### config.mk
export PLATFORM = sky130hd
export DESIGN_NAME = ttw_queue
export DESIGN_NICKNAME = d
export VERILOG_FILES = /design/src/rtl/ttw_pkg.sv /design/src/rtl/ttw_queue.sv
export SDC_FILE = /design/constraint.sdc
export NUM_CORES = 1
export LEC_CHECK = 0
export BUFFER_PORTS_ARGS = -buffer_cell sky130_fd_sc_hd__clkbuf_2
export CAP_MARGIN = 20
export CORE_MARGIN = 2
export CORE_UTILIZATION = 51
export CTS_CLUSTER_SIZE = 8
export DETAILED_ROUTE_END_ITERATION = 6
export GPL_TIMING_DRIVEN = 1
export PLACE_DENSITY = 0.75
export SLEW_MARGIN = 20
export SYNTH_ARGS = -nofsm -noshare
export SYNTH_HDL_FRONTEND = slang
export SYNTH_SLANG_ARGS = --single-unit
### constraint.sdc
create_clock -name clk_i -period 2.4 [get_ports clk_i]
set_input_delay 0.12 -clock clk_i [delete_from_list [all_inputs] [get_ports clk_i]]
set_output_delay 0.12 -clock clk_i [all_outputs]
set_load 0.02 [all_outputs]
### src/rtl/ttw_pkg.sv
// ============================================================================
// ttw_pkg - text terminal writer package
// Shared constants, state and command codes, and the queue entry format.
// ============================================================================
package ttw_pkg;

  // Default screen geometry and the geometry that sizes the address fields
  localparam int unsigned DEF_COLUMNS = 80;
  localparam int unsigned DEF_ROWS    = 25;
  localparam int unsigned MAX_COLUMNS = 256;
  localparam int unsigned MAX_ROWS    = 128;
  localparam int unsigned AW_MAX      = $clog2(MAX_COLUMNS * MAX_ROWS);

  // Character and attribute codes
  localparam logic [7:0]  NEWLINE_CODE = 8'd10;
  localparam logic [7:0]  SPACE_CODE   = 8'd32;
  localparam logic [7:0]  RESET_COLOR  = 8'd7;
  localparam logic [15:0] RESET_CELL   = {RESET_COLOR, SPACE_CODE};
  localparam logic [7:0]  FILL_CHAR    = 8'd0;

  // Input operation codes
  localparam logic OP_PUT  = 1'b0;
  localparam logic OP_READ = 1'b1;

  // Entries between front and back
  localparam int unsigned QUEUE_DEPTH = 4;

  // Work for the back end
  typedef enum logic [1:0] {
    CMD_PUT,   // write one cell
    CMD_READ,  // read one cell
    CMD_NONE   // no cell access (newline, read off screen)
  } cmd_e;

  // Back end sequencer
  typedef enum logic [1:0] {
    ST_INIT,   // reset sweep over the screen
    ST_IDLE,   // take next command
    ST_READ,   // cell read data arrives
    ST_FILL    // blank the new bottom row
  } st_e;

  typedef struct packed {
    cmd_e              cmd;
    logic [AW_MAX-1:0] addr;       // cell address for put or read
    logic [15:0]       cell_data;  // cell to write, zero otherwise
    logic              scroll;     // item scrolled the screen
    logic [AW_MAX-1:0] fill_base;  // first cell of the row to blank
    logic [7:0]        fill_attr;  // attribute of the blank row
    logic [4:0]        cur_row;    // cursor after the item
    logic [6:0]        cur_col;
  } item_t;

endpackage

### src/rtl/ttw_queue.sv
// ============================================================================
// ttw_queue - command queue
// Short in-order queue that decouples the front from the back end.
// ============================================================================
module ttw_queue import ttw_pkg::*; (
  input  logic  clk_i,
  input  logic  rst_ni,
  input  logic  push_i,
  input  item_t item_i,
  output logic  ready_o,
  input  logic  pop_i,
  output logic  valid_o,
  output item_t item_o
);

  localparam int unsigned PW = $clog2(QUEUE_DEPTH);

  item_t         entry_q [QUEUE_DEPTH];
  logic [PW-1:0] wr_ptr_q, rd_ptr_q;
  logic [PW:0]   count_q;

  assign ready_o = (count_q != (PW+1)'(QUEUE_DEPTH));
  assign valid_o = (count_q != '0);
  assign item_o  = entry_q[rd_ptr_q];

  // Store pushed entries
  always_ff @(posedge clk_i) begin
    if (push_i) begin
      entry_q[wr_ptr_q] <= item_i;
    end
  end

  // Advance pointers and the fill count
  always_ff @(posedge clk_i or negedge rst_ni) begin
    if (!rst_ni) begin
      wr_ptr_q <= '0;
      rd_ptr_q <= '0;
      count_q  <= '0;
    end else begin
      if (push_i) begin
        wr_ptr_q <= (32'(wr_ptr_q) == QUEUE_DEPTH - 1) ? '0 : wr_ptr_q + PW'(1);
      end
      if (pop_i) begin
        rd_ptr_q <= (32'(rd_ptr_q) == QUEUE_DEPTH - 1) ? '0 : rd_ptr_q + PW'(1);
      end
      if (push_i && !pop_i) begin
        count_q <= count_q + (PW+1)'(1);
      end else if (pop_i && !push_i) begin
        count_q <= count_q - (PW+1)'(1);
      end
    end
  end

endmodule

# Yosys cells after proc, flatten, opt, wreduce, memory -nomap -nowiden
# Memory sizes are Yosys's and may differ from the RTL's.
# Index checks and enable logic that the tools add are counted.
[classes] n_reduce_logical=6 eq_ne=3 muxes=6 add_sub_neg=4
[op_table] operator="$mux W3" count=2
[op_table] operator="$add A2 B1 Y2 const B" count=2
[op_table] operator="$eq A2 B2 Y1 const B" count=2
[op_table] operator="$mux W2" count=2
[op_table] operator="$add A3 B1 Y3 const B" count=1
[op_table] operator="$ne A3 B3 Y1 const B" count=1
[op_table] operator="$reduce_bool A3 Y1" count=1
[op_table] operator="$sub A3 B1 Y3 const B" count=1
[op_table] operator="$logic_and A1 B1 Y1" count=2
[op_table] operator="$logic_not A1 Y1" count=2
[op_table] operator="$mux W1" count=2
[op_table] operator="$reduce_bool A2 Y1" count=1
[totals] inputBits=73 output_inout_bits=71 mem_count=1 reg_bits=7 wordCells=23 ramBits=276
[mem_list] name="entry_q" words=4 width=69 rd=1 rd_clocked_by_memory_dff=0 write_ports=1 line="ttw_queue.sv:18" rtl="item_t entry_q [QUEUE_DEPTH];"

# Depth between registers and ports, before layout
[logic_depth] depth_word=4 ltp_mapped=7 mapped_depth_nobuf=7

# Least setup slack after synthesis
# Ideal clock, no wire load.
[synth_path] path_type="reg2reg" from="register wr_ptr_q[0]" to="memory entry_q[0][0] in the netlist's numbering (enable)" n_path_buf=0 arrival_ps=2241 setup_time_ps=434 synth_period_minus_slack_ps=2675 stages_incl_launch_ff=4 setup_slack_ps=-275 required_time_ps=1966 cell_sequence="dfrtp_1 inv_1 ha_1 and2_1"
[synth_rtl] item="start, declared" line="ttw_queue.sv:19" rtl="logic [PW-1:0] wr_ptr_q, rd_ptr_q;"
[synth_rtl] item="start signal, assigned" line="ttw_queue.sv:41" rtl="wr_ptr_q <= (32'(wr_ptr_q) == QUEUE_DEPTH - 1) ? '0 : wr_ptr_q + PW'(1);"
[synth_rtl] item="end, declared" line="ttw_queue.sv:18"
# No word-level cell before the write port.

==> impl_metrics.tcl <==
set metrics [dict create \
    cts_root_buf "clkbuf_16" \
    ys_warn_count 0 \
    cp_max_fo 30 \
    via_per_inst 5.33 \
    antenna_left 0 \
    synth_cells 399 \
    slew_headroom 0.669 \
    multi_input_area_sq_um 1790 \
    grt_pass1_wl_mm 31.1 \
    num_io_pins 144 \
    syn-num-nets 479 \
    grt_max_degree 63 \
    holdBufCountCts 73 \
    crit_required_ps 2280 \
    fillerInstances 1319 \
    grt_pass1_vias 5645 \
    vias 5028 \
    syn2layout_area_growth_pct 28.2 \
    coreArea_sq_um 20200 \
    critical_path_class "reg2out" \
    cts_buffers 41 \
    fin_crit_sh 0.938 \
    die_area_sq_um 21600 \
    yosysSeqAreaShare 0.810 \
    cp.arrival_ps 2130 \
    clkSlewWorstSetupHoldPaths_ps 50 \
    yosysMostFrequentCell "edfxtp_1" \
    routedWlPerCell_microns 21.2 \
    hold_viol 0 \
    skew_ps 7.77 \
    max_freq_ghz 0.444 \
    synthArstFlopShare 0.0247 \
    reg2reg_depth 3 \
    hold_depth 2 \
    maxCapViolCount 0 \
    initial_utilization 0.518 \
    synthTopCellsByCount "edfxtp_1, mux4_2, buf_12, buf_2, dfrtp_1" \
    synth_top_area_frac 0.793 \
    gr-total-overflow 0 \
    dr.pass1.iters 5 \
    drt_wl_total_mm 20.0 \
    ys_ff_latch 283 \
    drive_above_1_share 0.413 \
    synth_edf_count 276 \
    rows 52 \
    power_density_nw_per_um2 1240 \
    period_needed_ps 2250 \
    tightest_slew_ps 497 \
    hp-class "in2reg" \
    cp-end-kind "output port" \
    yosys.area.top_type "edfxtp_1" \
    grt.total_usage 0.191 \
    drv_slew 0 \
    dp_cells 809 \
    cts_tree "done" \
    cts_htree_levels 2 \
    synth_area_leaders "edfxtp_1, mux4_2, dfrtp_1" \
    dp_hpwl_mm 11.3 \
    die_h_microns 147 \
    layout.cells.non_filler 943 \
    cts_buffer_depth 3 \
    ir_worst_vdd_mv 0.921 \
    synth.distinct_cells 19 \
    setup_tns_ps 0 \
    synth_area_sq_um 10400 \
    first_iter_violations 345 \
    synth.avg_cell_area_sq_um 26.2 \
    antenna_found_initial 0 \
    worstSetupStartpointType "flip-flop" \
    rsz0062_at_grt "false" \
    fin_util 0.664 \
    setup_viol 0 \
    n_antenna_cell 0 \
    status "finished, final reports clean" \
    cts_setup_buffers 0 \
    layout.nets 735 \
    clk-insertion-delay-late_ps 510 \
    cts_repair_resize_count 0 \
    ys.flop_type "edfxtp_1" \
    seqCellArea_sq_um 8470 \
    gp_congestion 0.763 \
    drc 0 \
    portBuffers 143 \
    die_x_microns 147 \
    cts.sinks 283 \
    p_leak_nw 4.73 \
]
==> area by class of cell <==
cell class,instances,share of cell area
Inverter,4,0.00112
Tap cell,270,0.0252
Sequential cell,283,0.632
Multi-Input combinational cell,96,0.134
Timing Repair Buffer,229,0.122
Clock buffer,59,0.0848
Clock inverter,2,0.00121
==> final timing paths <==
kind / from / endpoint / slack [ps]
setup / recovery: rd_ptr_q[0] / item_o[60] / 150
hold / removal: item_i[52] / entry_q[3][52] / 370
setup reg to reg: rd_ptr_q[1] / rd_ptr_q[1] / 700
hold reg to reg: count_q[2] / count_q[2] / 500
max in group asynchronous: rst_ni / rd_ptr_q[0] / 1480
min in group asynchronous: rst_ni / rd_ptr_q[1] / 620
==> per-stage QoR <==
step | cell area (sq um) | hold WS (ps) | power, W | setup WS (ps)
floorplan | 10500 | -176 | 0.0101 | 477
global placement | 11500 | -29.8 | 0.0114 | 622
detailed placement | 11500 | -20.9 | 0.0116 | 617
CTS | 13400 | 350 | 0.0168 | 69.6
global route | 13400 | 369 | 0.0173 | 22.7
finish | 13400 | 372 | 0.0166 | 150
==> logic make-up (layout without fill, tap and decap cells) <==
| logic type | Yosys count | after routing | synth area share |
|---|---|---|---|
| buffers and inverters | 20 | 294 | 0.0196 |
| multiplexers | 72 | 72 | 0.152 |
| AND/OR/NAND/NOR | 12 | 12 | 0.00551 |
| XOR/XNOR | 3 | 3 | 0.00252 |
| adder cells (fa/ha/maj) | 7 | 7 | 0.00910 |
| flip-flops | 283 | 283 | 0.810 |
| AO/OA/AOI/OAI | 2 | 2 | 0.000958 |
==> layer usage <==
metal	vias up	global-route usage	wire [microns]
met1	2570	0.243	8020
li1	2215	-	-
met4	0	0.0692	448
met2	204	0.325	10200
met5	-	0	0
met3	39	0.0472	1290
==> layout by cell type, fill, tap and decap left out, types with 3 or more instances in the layout <==
cell / netlist / final
edfxtp_1: 276 / 276
clkbuf_2: 0 / 143
dlygate4sd3_1: 0 / 73
mux4_2: 68 / 68
clkbuf_16: 0 / 43
clkbuf_1: 1 / 16
buf_12: 7 / 7
ha_1: 6 / 6
buf_4: 0 / 6
dfrtp_1: 7 / 5
inv_1: 4 / 4
nor2_1: 4 / 4
and2_4: 0 / 4
nand2_1: 3 / 3
mux2_2: 3 / 3
==> critical path, cell delays in order (launching register included) <==
cell and delay (ps):
dfrtp_4 560, buf_12 280, mux4_1 590, clkbuf_2 180
==> power by group <==
part	total, W	switching (W)	leakage [nW]	internal [W]
logic	0.00478	0.00272	1.56	0.00206
clock network	0.00511	0.00189	0.553	0.00322
registers	0.00673	0.000373	2.62	0.00636
total	0.0166	0.00498	4.73	0.0116
==> flip-flops by register name, summed over array words and instances, names as in the netlist <==
name / flops
entry_q: 276
count_q: 3
rd_ptr_q: 2
wr_ptr_q: 2
Power figures use the tool's default switching activity.
