<file path="src/rtl/ttw_pkg.sv">
// ============================================================================
// ttw_pkg - text terminal writer package
// Shared constants, state and command codes, and the queue entry format.
// ============================================================================
package ttw_pkg;

  // Default screen geometry and the geometry that sizes the address fields
  localparam int unsigned DEF_COLUMNS = 80;
  localparam int unsigned DEF_ROWS    = 25;
  localparam int unsigned MAX_COLUMNS = 256;
  localparam int unsigned MAX_ROWS    = 128;
  localparam int unsigned AW_MAX      = $clog2(MAX_COLUMNS * MAX_ROWS);

  // Character and attribute codes
  localparam logic [7:0]  NEWLINE_CODE = 8'd10;
  localparam logic [7:0]  SPACE_CODE   = 8'd32;
  localparam logic [7:0]  RESET_COLOR  = 8'd7;
  localparam logic [15:0] RESET_CELL   = {RESET_COLOR, SPACE_CODE};
  localparam logic [7:0]  FILL_CHAR    = 8'd0;

  // Input operation codes
  localparam logic OP_PUT  = 1'b0;
  localparam logic OP_READ = 1'b1;

  // Entries between front and back
  localparam int unsigned QUEUE_DEPTH = 4;

  // Work for the back end
  typedef enum logic [1:0] {
    CMD_PUT,   // write one cell
    CMD_READ,  // read one cell
    CMD_NONE   // no cell access (newline, read off screen)
  } cmd_e;

  // Back end sequencer
  typedef enum logic [1:0] {
    ST_INIT,   // reset sweep over the screen
    ST_IDLE,   // take next command
    ST_READ,   // cell read data arrives
    ST_FILL    // blank the new bottom row
  } st_e;

  typedef struct packed {
    cmd_e              cmd;
    logic [AW_MAX-1:0] addr;       // cell address for put or read
    logic [15:0]       cell_data;  // cell to write, zero otherwise
    logic              scroll;     // item scrolled the screen
    logic [AW_MAX-1:0] fill_base;  // first cell of the row to blank
    logic [7:0]        fill_attr;  // attribute of the blank row
    logic [4:0]        cur_row;    // cursor after the item
    logic [6:0]        cur_col;
  } item_t;

endpackage

</file>
<file path="src/rtl/ttw_front.sv">
// ============================================================================
// ttw_front - input side of the text terminal writer
// Accepts items, tracks the cursor and the scroll offset, and turns each
// item into one command with a resolved cell address.
// ============================================================================
module ttw_front import ttw_pkg::*; #(
  parameter int unsigned COLUMNS = DEF_COLUMNS,
  parameter int unsigned ROWS    = DEF_ROWS
) (
  input  logic        clk_i,
  input  logic        rst_ni,
  input  logic        s_axis_tvalid,
  output logic        s_axis_tready,
  input  logic [23:0] s_axis_tdata,   // char_byte, read_row, read_col, zero pad
  input  logic [0:0]  s_axis_tuser,   // operation
  input  logic        cfg_valid_i,
  output logic        cfg_ready_o,
  input  logic [7:0]  cfg_data_i,     // text_color
  input  logic        init_done_i,
  input  logic        q_ready_i,
  output logic        q_push_o,
  output item_t       q_item_o
);

  localparam int unsigned RW = $clog2(ROWS);
  localparam int unsigned CW = $clog2(COLUMNS);
  localparam int unsigned AW = $clog2(ROWS * COLUMNS);

  logic [RW-1:0] row_q, row_d;
  logic [CW-1:0] col_q, col_d;
  logic [RW-1:0] base_q, base_d;
  logic [7:0]    color_q;

  logic          op;
  logic [7:0]    ch;
  logic [4:0]    rd_row;
  logic [6:0]    rd_col;
  logic          is_nl;
  logic [CW:0]   col_inc;
  logic          wrap;
  logic          last_row;
  logic          scroll;
  logic          in_range;
  logic [31:0]   rd_row32;
  logic [31:0]   rd_col32;
  logic [RW-1:0] put_prow;
  logic [RW-1:0] rd_prow;
  logic [AW-1:0] put_addr;
  logic [AW-1:0] rd_addr;
  logic [AW-1:0] fill_base;

  // Map a screen row onto its storage row through the scroll offset
  function automatic logic [RW-1:0] phys_row(input logic [RW-1:0] lr,
                                             input logic [RW-1:0] base);
    logic [RW:0] sum;
    sum = {1'b0, lr} + {1'b0, base};
    if (32'(sum) >= ROWS) begin
      sum = sum - (RW+1)'(ROWS);
    end
    return sum[RW-1:0];
  endfunction

  // Unpack the input transfer
  assign op       = s_axis_tuser[0];
  assign ch       = s_axis_tdata[7:0];
  assign rd_row   = s_axis_tdata[12:8];
  assign rd_col   = s_axis_tdata[19:13];
  assign rd_row32 = 32'(rd_row);
  assign rd_col32 = 32'(rd_col);

  // Classify and advance the cursor
  assign is_nl     = (ch == NEWLINE_CODE);
  assign col_inc   = {1'b0, col_q} + (CW+1)'(1);
  assign wrap      = is_nl || (col_inc == (CW+1)'(COLUMNS));
  assign last_row  = (row_q == RW'(ROWS - 1));
  assign scroll    = (op == OP_PUT) && wrap && last_row;
  assign in_range  = (rd_row32 < ROWS) && (rd_col32 < COLUMNS);

  assign put_prow  = phys_row(row_q, base_q);
  assign rd_prow   = phys_row(rd_row32[RW-1:0], base_q);
  assign put_addr  = AW'(32'(put_prow) * COLUMNS + 32'(col_q));
  assign rd_addr   = AW'(32'(rd_prow) * COLUMNS + rd_col32);
  // The old top row becomes the new bottom row
  assign fill_base = AW'(32'(base_q) * COLUMNS);

  assign s_axis_tready = q_ready_i && init_done_i;
  assign q_push_o      = s_axis_tvalid && s_axis_tready;
  assign cfg_ready_o   = 1'b1;

  // Build the command and next cursor
  always_comb begin
    row_d  = row_q;
    col_d  = col_q;
    base_d = base_q;
    q_item_o           = '0;
    q_item_o.fill_base = AW_MAX'(fill_base);
    q_item_o.fill_attr = color_q;
    q_item_o.scroll    = scroll;
    if (op == OP_PUT) begin
      q_item_o.cmd       = is_nl ? CMD_NONE : CMD_PUT;
      q_item_o.addr      = AW_MAX'(put_addr);
      q_item_o.cell_data = is_nl ? 16'h0000 : {color_q, ch};
      if (wrap) begin
        col_d = '0;
        if (last_row) begin
          base_d = (base_q == RW'(ROWS - 1)) ? '0 : base_q + RW'(1);
        end else begin
          row_d = row_q + RW'(1);
        end
      end else begin
        col_d = col_inc[CW-1:0];
      end
    end else begin
      q_item_o.cmd  = in_range ? CMD_READ : CMD_NONE;
      q_item_o.addr = AW_MAX'(rd_addr);
    end
    q_item_o.cur_row = 5'(row_d);
    q_item_o.cur_col = 7'(col_d);
  end

  // Cursor and scroll offset advance on each transfer
  always_ff @(posedge clk_i or negedge rst_ni) begin
    if (!rst_ni) begin
      row_q  <= '0;
      col_q  <= '0;
      base_q <= '0;
    end else if (q_push_o) begin
      row_q  <= row_d;
      col_q  <= col_d;
      base_q <= base_d;
    end
  end

  // Text color register
  always_ff @(posedge clk_i or negedge rst_ni) begin
    if (!rst_ni) begin
      color_q <= RESET_COLOR;
    end else if (cfg_valid_i && cfg_ready_o) begin
      color_q <= cfg_data_i;
    end
  end

  a_row_range: assert property (@(posedge clk_i) disable iff (!rst_ni)
    32'(row_q) < ROWS) else $error("cursor row off screen");
  a_col_range: assert property (@(posedge clk_i) disable iff (!rst_ni)
    32'(col_q) < COLUMNS) else $error("cursor column off screen");
  a_no_early_accept: assert property (@(posedge clk_i) disable iff (!rst_ni)
    q_push_o |-> init_done_i) else $error("transfer during screen clear");

endmodule

</file>
<file path="config.mk">
export PLATFORM = sky130hd
export DESIGN_NAME = ttw_front
export DESIGN_NICKNAME = d
export VERILOG_FILES = /design/src/rtl/ttw_pkg.sv /design/src/rtl/ttw_front.sv
export SDC_FILE = /design/constraint.sdc
export NUM_CORES = 1
export LEC_CHECK = 0
export BUFFER_PORTS_ARGS = -buffer_cell sky130_fd_sc_hd__buf_4
export CELL_PAD_IN_SITES_DETAIL_PLACEMENT = 1
export CELL_PAD_IN_SITES_GLOBAL_PLACEMENT = 1
export CORE_UTILIZATION = 30
export DETAILED_ROUTE_END_ITERATION = 12
export GPL_TIMING_DRIVEN = 0
export PLACE_DENSITY = 0.65
export SETUP_SLACK_MARGIN = 0.05
export SYNTH_ARGS = -nofsm -noshare
export SYNTH_HDL_FRONTEND = slang
export SYNTH_SLANG_ARGS = --single-unit
</file>
<file path="constraint.sdc">
create_clock -name clk_i -period 18.4 [get_ports clk_i]
set_input_delay 3.68 -clock clk_i [delete_from_list [all_inputs] [get_ports clk_i]]
set_output_delay 3.68 -clock clk_i [all_outputs]
set_load 0.05 [all_outputs]
</file>
# Yosys cells after proc, flatten, opt, wreduce, memory -nomap -nowiden
# Cells that the tools add are included.
# word_totals
in_bits,39
word_cells,45
output_inout_bits,72
ff_bits,25
# op_classes
bitwise_logic,1
multipliers,3
n_lt_le_gt_ge,4
eq_ne,4
reduce_logical,7
n_mux,13
addsub,9
# op_table
cell,n
16-bit two-way mux,2
5-bit two-way mux,6
11-bit by 7-bit adder with 11-bit output,2
5-bit by 3-bit multiplier with 7-bit output (second input constant),3
17-bit two-way mux,1
7-bit two-way mux,2
5-bit by 5-bit adder with 6-bit output,2
6-bit by 5-bit >= comparator with 1-bit output (second input constant),2
5-bit by 1-bit adder with 5-bit output (second input constant),2
5-bit equality test (second input constant),2
5-bit subtractor (second input constant),2
7-bit by 1-bit adder with 8-bit output (second input constant),1
8-bit by 4-bit equality test with 1-bit output (second input constant),1
8-bit by 7-bit equality test with 1-bit output (second input constant),1
7-bit less-than comparator (second input constant),1
1-bit logical AND,5
5-bit less-than comparator (second input constant),1
2-bit two-way mux,2
4-bit AND reduction,1
1-bit logical OR,1
1-bit NOT,1

# Depth between registers and ports, before layout
# logic_depth
ltp_word,6
depth_mapped,19
mapped_depth_nobuf,18

# Worst setup path before layout
# Ideal clock, no wire load.
# synth_path
kind,input to output
start,in s_axis_tdata[8]
end,out q_item_o[62] (netlist bit)
cell_stages,18
slack_ns,6.151
arrival_ns,8.569
t_required_ns,14.720
path_cell_list,ha_1 fa_1 inv_1 ha_1 clkbuf_1 nand2_1 or2_2 a31oi_4 mux2_2 ha_1 ha_1 fa_1 nand2_1 o21bai_1 o21bai_1 a221oi_1 xnor3_1 mux2i_1
# synth_lines
element,line,source
"start, declared",ttw_front.sv:14,"input logic [23:0] s_axis_tdata,"
"end, declared",ttw_front.sv:22,output item_t q_item_o

==> impl_metrics.py <==
metrics = {
    "die": {
        "die-area_um2": 12700,
        "die_x_um": 113,
        "die_y_um": 113,
        "core.rowCount": 40,
        "ioPinCount": 111,
        "start_util_pct": 30.7,
        "coreArea_um2": 12000,
    },
    "cts": {
        "ctsHoldBuffers": 0,
        "cts_max_path_buffers": 2,
        "postCtsResizedCells": 0,
        "root_buffer": "clkbuf_16",
        "cts_made_buffers": 3,
        "tritoncts": "built",
        "cts.clk_slew.worst_paths_ps": 70,
        "cts.sinks": 25,
        "cts_setup_buffers": 0,
        "htreeDepth": 1,
        "clk_latency_ps": 260,
    },
    "logic_synthesis": {
        "synth_common_cells": "ha_1, nand2_1, xnor2_1",
        "yosysSeqAreaShare_pct": 17.2,
        "synth_top_area_share_pct": 15.0,
        "ys_ff_latch": 25,
        "synthSimpleGateAreaFrac_pct": 19.3,
        "async_flop_share_pct": 100,
        "synth_compound_area_share_pct": 20.7,
        "synth_largest_area_cell": "dfrtp_1",
        "synth.most_common_cell": "ha_1",
        "synth_top_family_by_area": "compound AO/OA/AOI/OAI gates",
        "synth_edf_count": 0,
        "synth_ff_type": "dfrtp_1",
        "synth.avg_cell_area_um2": 8.82,
        "syn-cell-area_um2": 3670,
        "ys_types": 73,
        "synthXorXnorAreaFrac_pct": 11.2,
        "synth.top_cells.by_area": "dfrtp_1, ha_1, xnor2_1, mux2_2, fa_1",
        "yosys_warnings": 0,
        "syn_inst": 416,
        "synth_fa_ha_area_share_pct": 17.1,
        "synth.mux.area_fraction_pct": 7.20,
    },
    "timing": {
        "rsz0062_at_grt": "false",
        "timing.slew.headroom_pct": 58.1,
        "fin_setup_tns_ps": 0,
        "timing.fmax_mhz": 79.9,
        "period_needed_ps": 12510,
        "tightest_slew_ps": 621,
        "hold_violations": 0,
        "finalMaxSlewViolations": 0,
        "finalSetupViolCount": 0,
        "hold_ws_ps": 533,
        "finClkSkew_ps": 2.10,
        "finalCritPeriodShare_pct": 68.0,
    },
    "finish": {
        "drive_gt1_share_pct": 29.7,
        "antenna_cells": 0,
        "fin_nets": 608,
        "final_area_um2": 4660,
        "fillerInstances": 1433,
        "syn_to_final_growth_pct": 27.0,
    },
    "global_route": {
        "grt-ovfl-total": 0,
        "grt_pass1_vias": 3434,
        "globalRouteTotalUtil_pct": 16.1,
        "antenna_found_initial": 0,
        "grt_max_degree": 26,
        "grt_pass1_wl_um": 16900,
    },
    "worst_setup_path": {
        "critPathArrivalTime_ps": 8830,
        "endpoint_kind": "primary output",
        "crit_start": "s_axis_tdata[8]",
        "worst-setup-path-type": "input port to primary output",
        "cp_max_fo": 9,
        "crit_required_ps": 14720,
        "r2r-start": "col_q[0]",
        "start_kind": "input port",
    },
    "detailed_routing": {
        "drcViolationCount": 0,
        "drt_first_iter_violations": 128,
        "drt-total-wl_um": 10200,
        "dr.pass1.iters": 4,
        "detail_route.wl_per_cell_um": 15.3,
        "via_per_inst": 5.03,
        "via_count": 3363,
        "final_antenna_net_count": 0,
    },
    "flow_run": {
        "cap_violations": 0,
    },
    "placement": {
        "hpwl_um": 8440,
        "placed_area_um2": 4580,
        "port_buffers": 91,
        "gp_congestion": 0.794,
    },
    "hold_path": {
        "min-delay-start": "color_q[7]",
        "hold_path_class": "register to register",
    },
    "pwr": {
        "powerDensity_nw_per_um2": 69.6,
        "p_leak_uw": 0.00221,
        "ir_drop_uv": 30.5,
    },
    "outcome": {
        "status": "completed",
    },
}
sequential cells by signal, indices dropped and copies added, names as in the netlist:
name and flops:
col_q 7, base_q 5, row_q 5, color_q 8
metal layers:
layer / share of wire [%] / GRT usage (%)
met3: 2.2 / 0.810
met2: 51 / 29.9
met1: 46 / 21.0
met4: 0.44 / 2.13
met5: 0 / 0
where the power goes:
| part | switching (µW) | total (µW) | internal (µW) |
|---|---|---|---|
| clock network | 20.2 | 49.5 | 29.3 |
| registers | 6.61 | 67.7 | 61.1 |
| logic | 132 | 207 | 75.3 |
critical path, stage by stage:
cell and delay (ps):
buf_4 120, ha_1 210, fa_1 470, inv_1 120
ha_1 160, clkbuf_1 320, nand2_1 170, or2_2 330
a31oi_4 230, mux2_2 420, ha_1 290, ha_1 230
fa_1 520, nand2_1 80, o21bai_1 200, o21bai_1 180
a221oi_1 410, xnor3_1 280, mux2i_1 190, buf_4 230
placed cells by master, fill, tap and decap left out, types with 4 or more instances in the layout:
cell      synthesis  layout
a21o_1           10      10
a21oi_1          19      19
a221oi_1          4       4
and2_1           12      12
and3_1            4       4
buf_1             4       4
buf_4            16     107
clkbuf_1          6       6
conb_1            2      13
dfrtp_1          22      22
fa_1              7       7
ha_1             39      39
inv_1            15      15
mux2_1            5       5
mux2_2           14      14
mux2i_1           5       5
nand2_1          27      27
nand2b_1          7       7
nand3_1          11      11
nor2_1           18      18
nor2b_1          15      15
nor3_1            8       8
o21ai_0          19      19
o21ai_1           6       6
o31ai_1           8       8
xnor2_1          26      26
xnor2_2           4       4
xor2_1           11      11
path summary, 6_finish.rpt:
| path | depth (start not counted) | slack (ps) | endpoint |
|---|---|---|---|
| worst max-delay path | 20 | 5890 | q_item_o[62] |
| worst min-delay path | 1 | 530 | color_q[7] |
| worst max register to register | 6 | 16240 | row_q[1] |
| worst min register to register | 1 | 530 | color_q[7] |
| max in group asynchronous | 1 | 14780 | color_q[0] |
| min in group asynchronous | 1 | 3320 | color_q[3] |
final cells by class:
class                   instances  area [µm²]  area share (%)
plain buffers                  30         196            4.22
well taps                     147         184            3.95
clock inverters                 1        5.00           0.107
flip-flops and latches         25         629            13.5
clock buffers                   3        75.1            1.61
multi-input cells             356        2820            60.6
inverters                      16        60.1            1.29
repair buffers                 91         683            14.7
logic make-up (layout without fill, tap and decap cells):
logic type | after synthesis | in the layout
multiplexers | 24 | 24
buffers and inverters | 46 | 141
adder cells (fa/ha/maj) | 46 | 46
other | 2 | 13
AO/OA/AOI/OAI | 103 | 103
AND/OR/NAND/NOR | 128 | 128
XOR/XNOR | 42 | 42
flip-flops | 25 | 25
through the flow:
step	cells	worst slack [ps]	util [%]	total power [µW]
after detailed placement	665	5850	38.3	276
after global routing	669	5630	38.9	344
after global placement	665	5990	38.3	272
after CTS	669	5840	38.9	328
final	669	5890	38.9	324
after floorplan	427	6150	-	221
(Power assumes the default switching activity.)
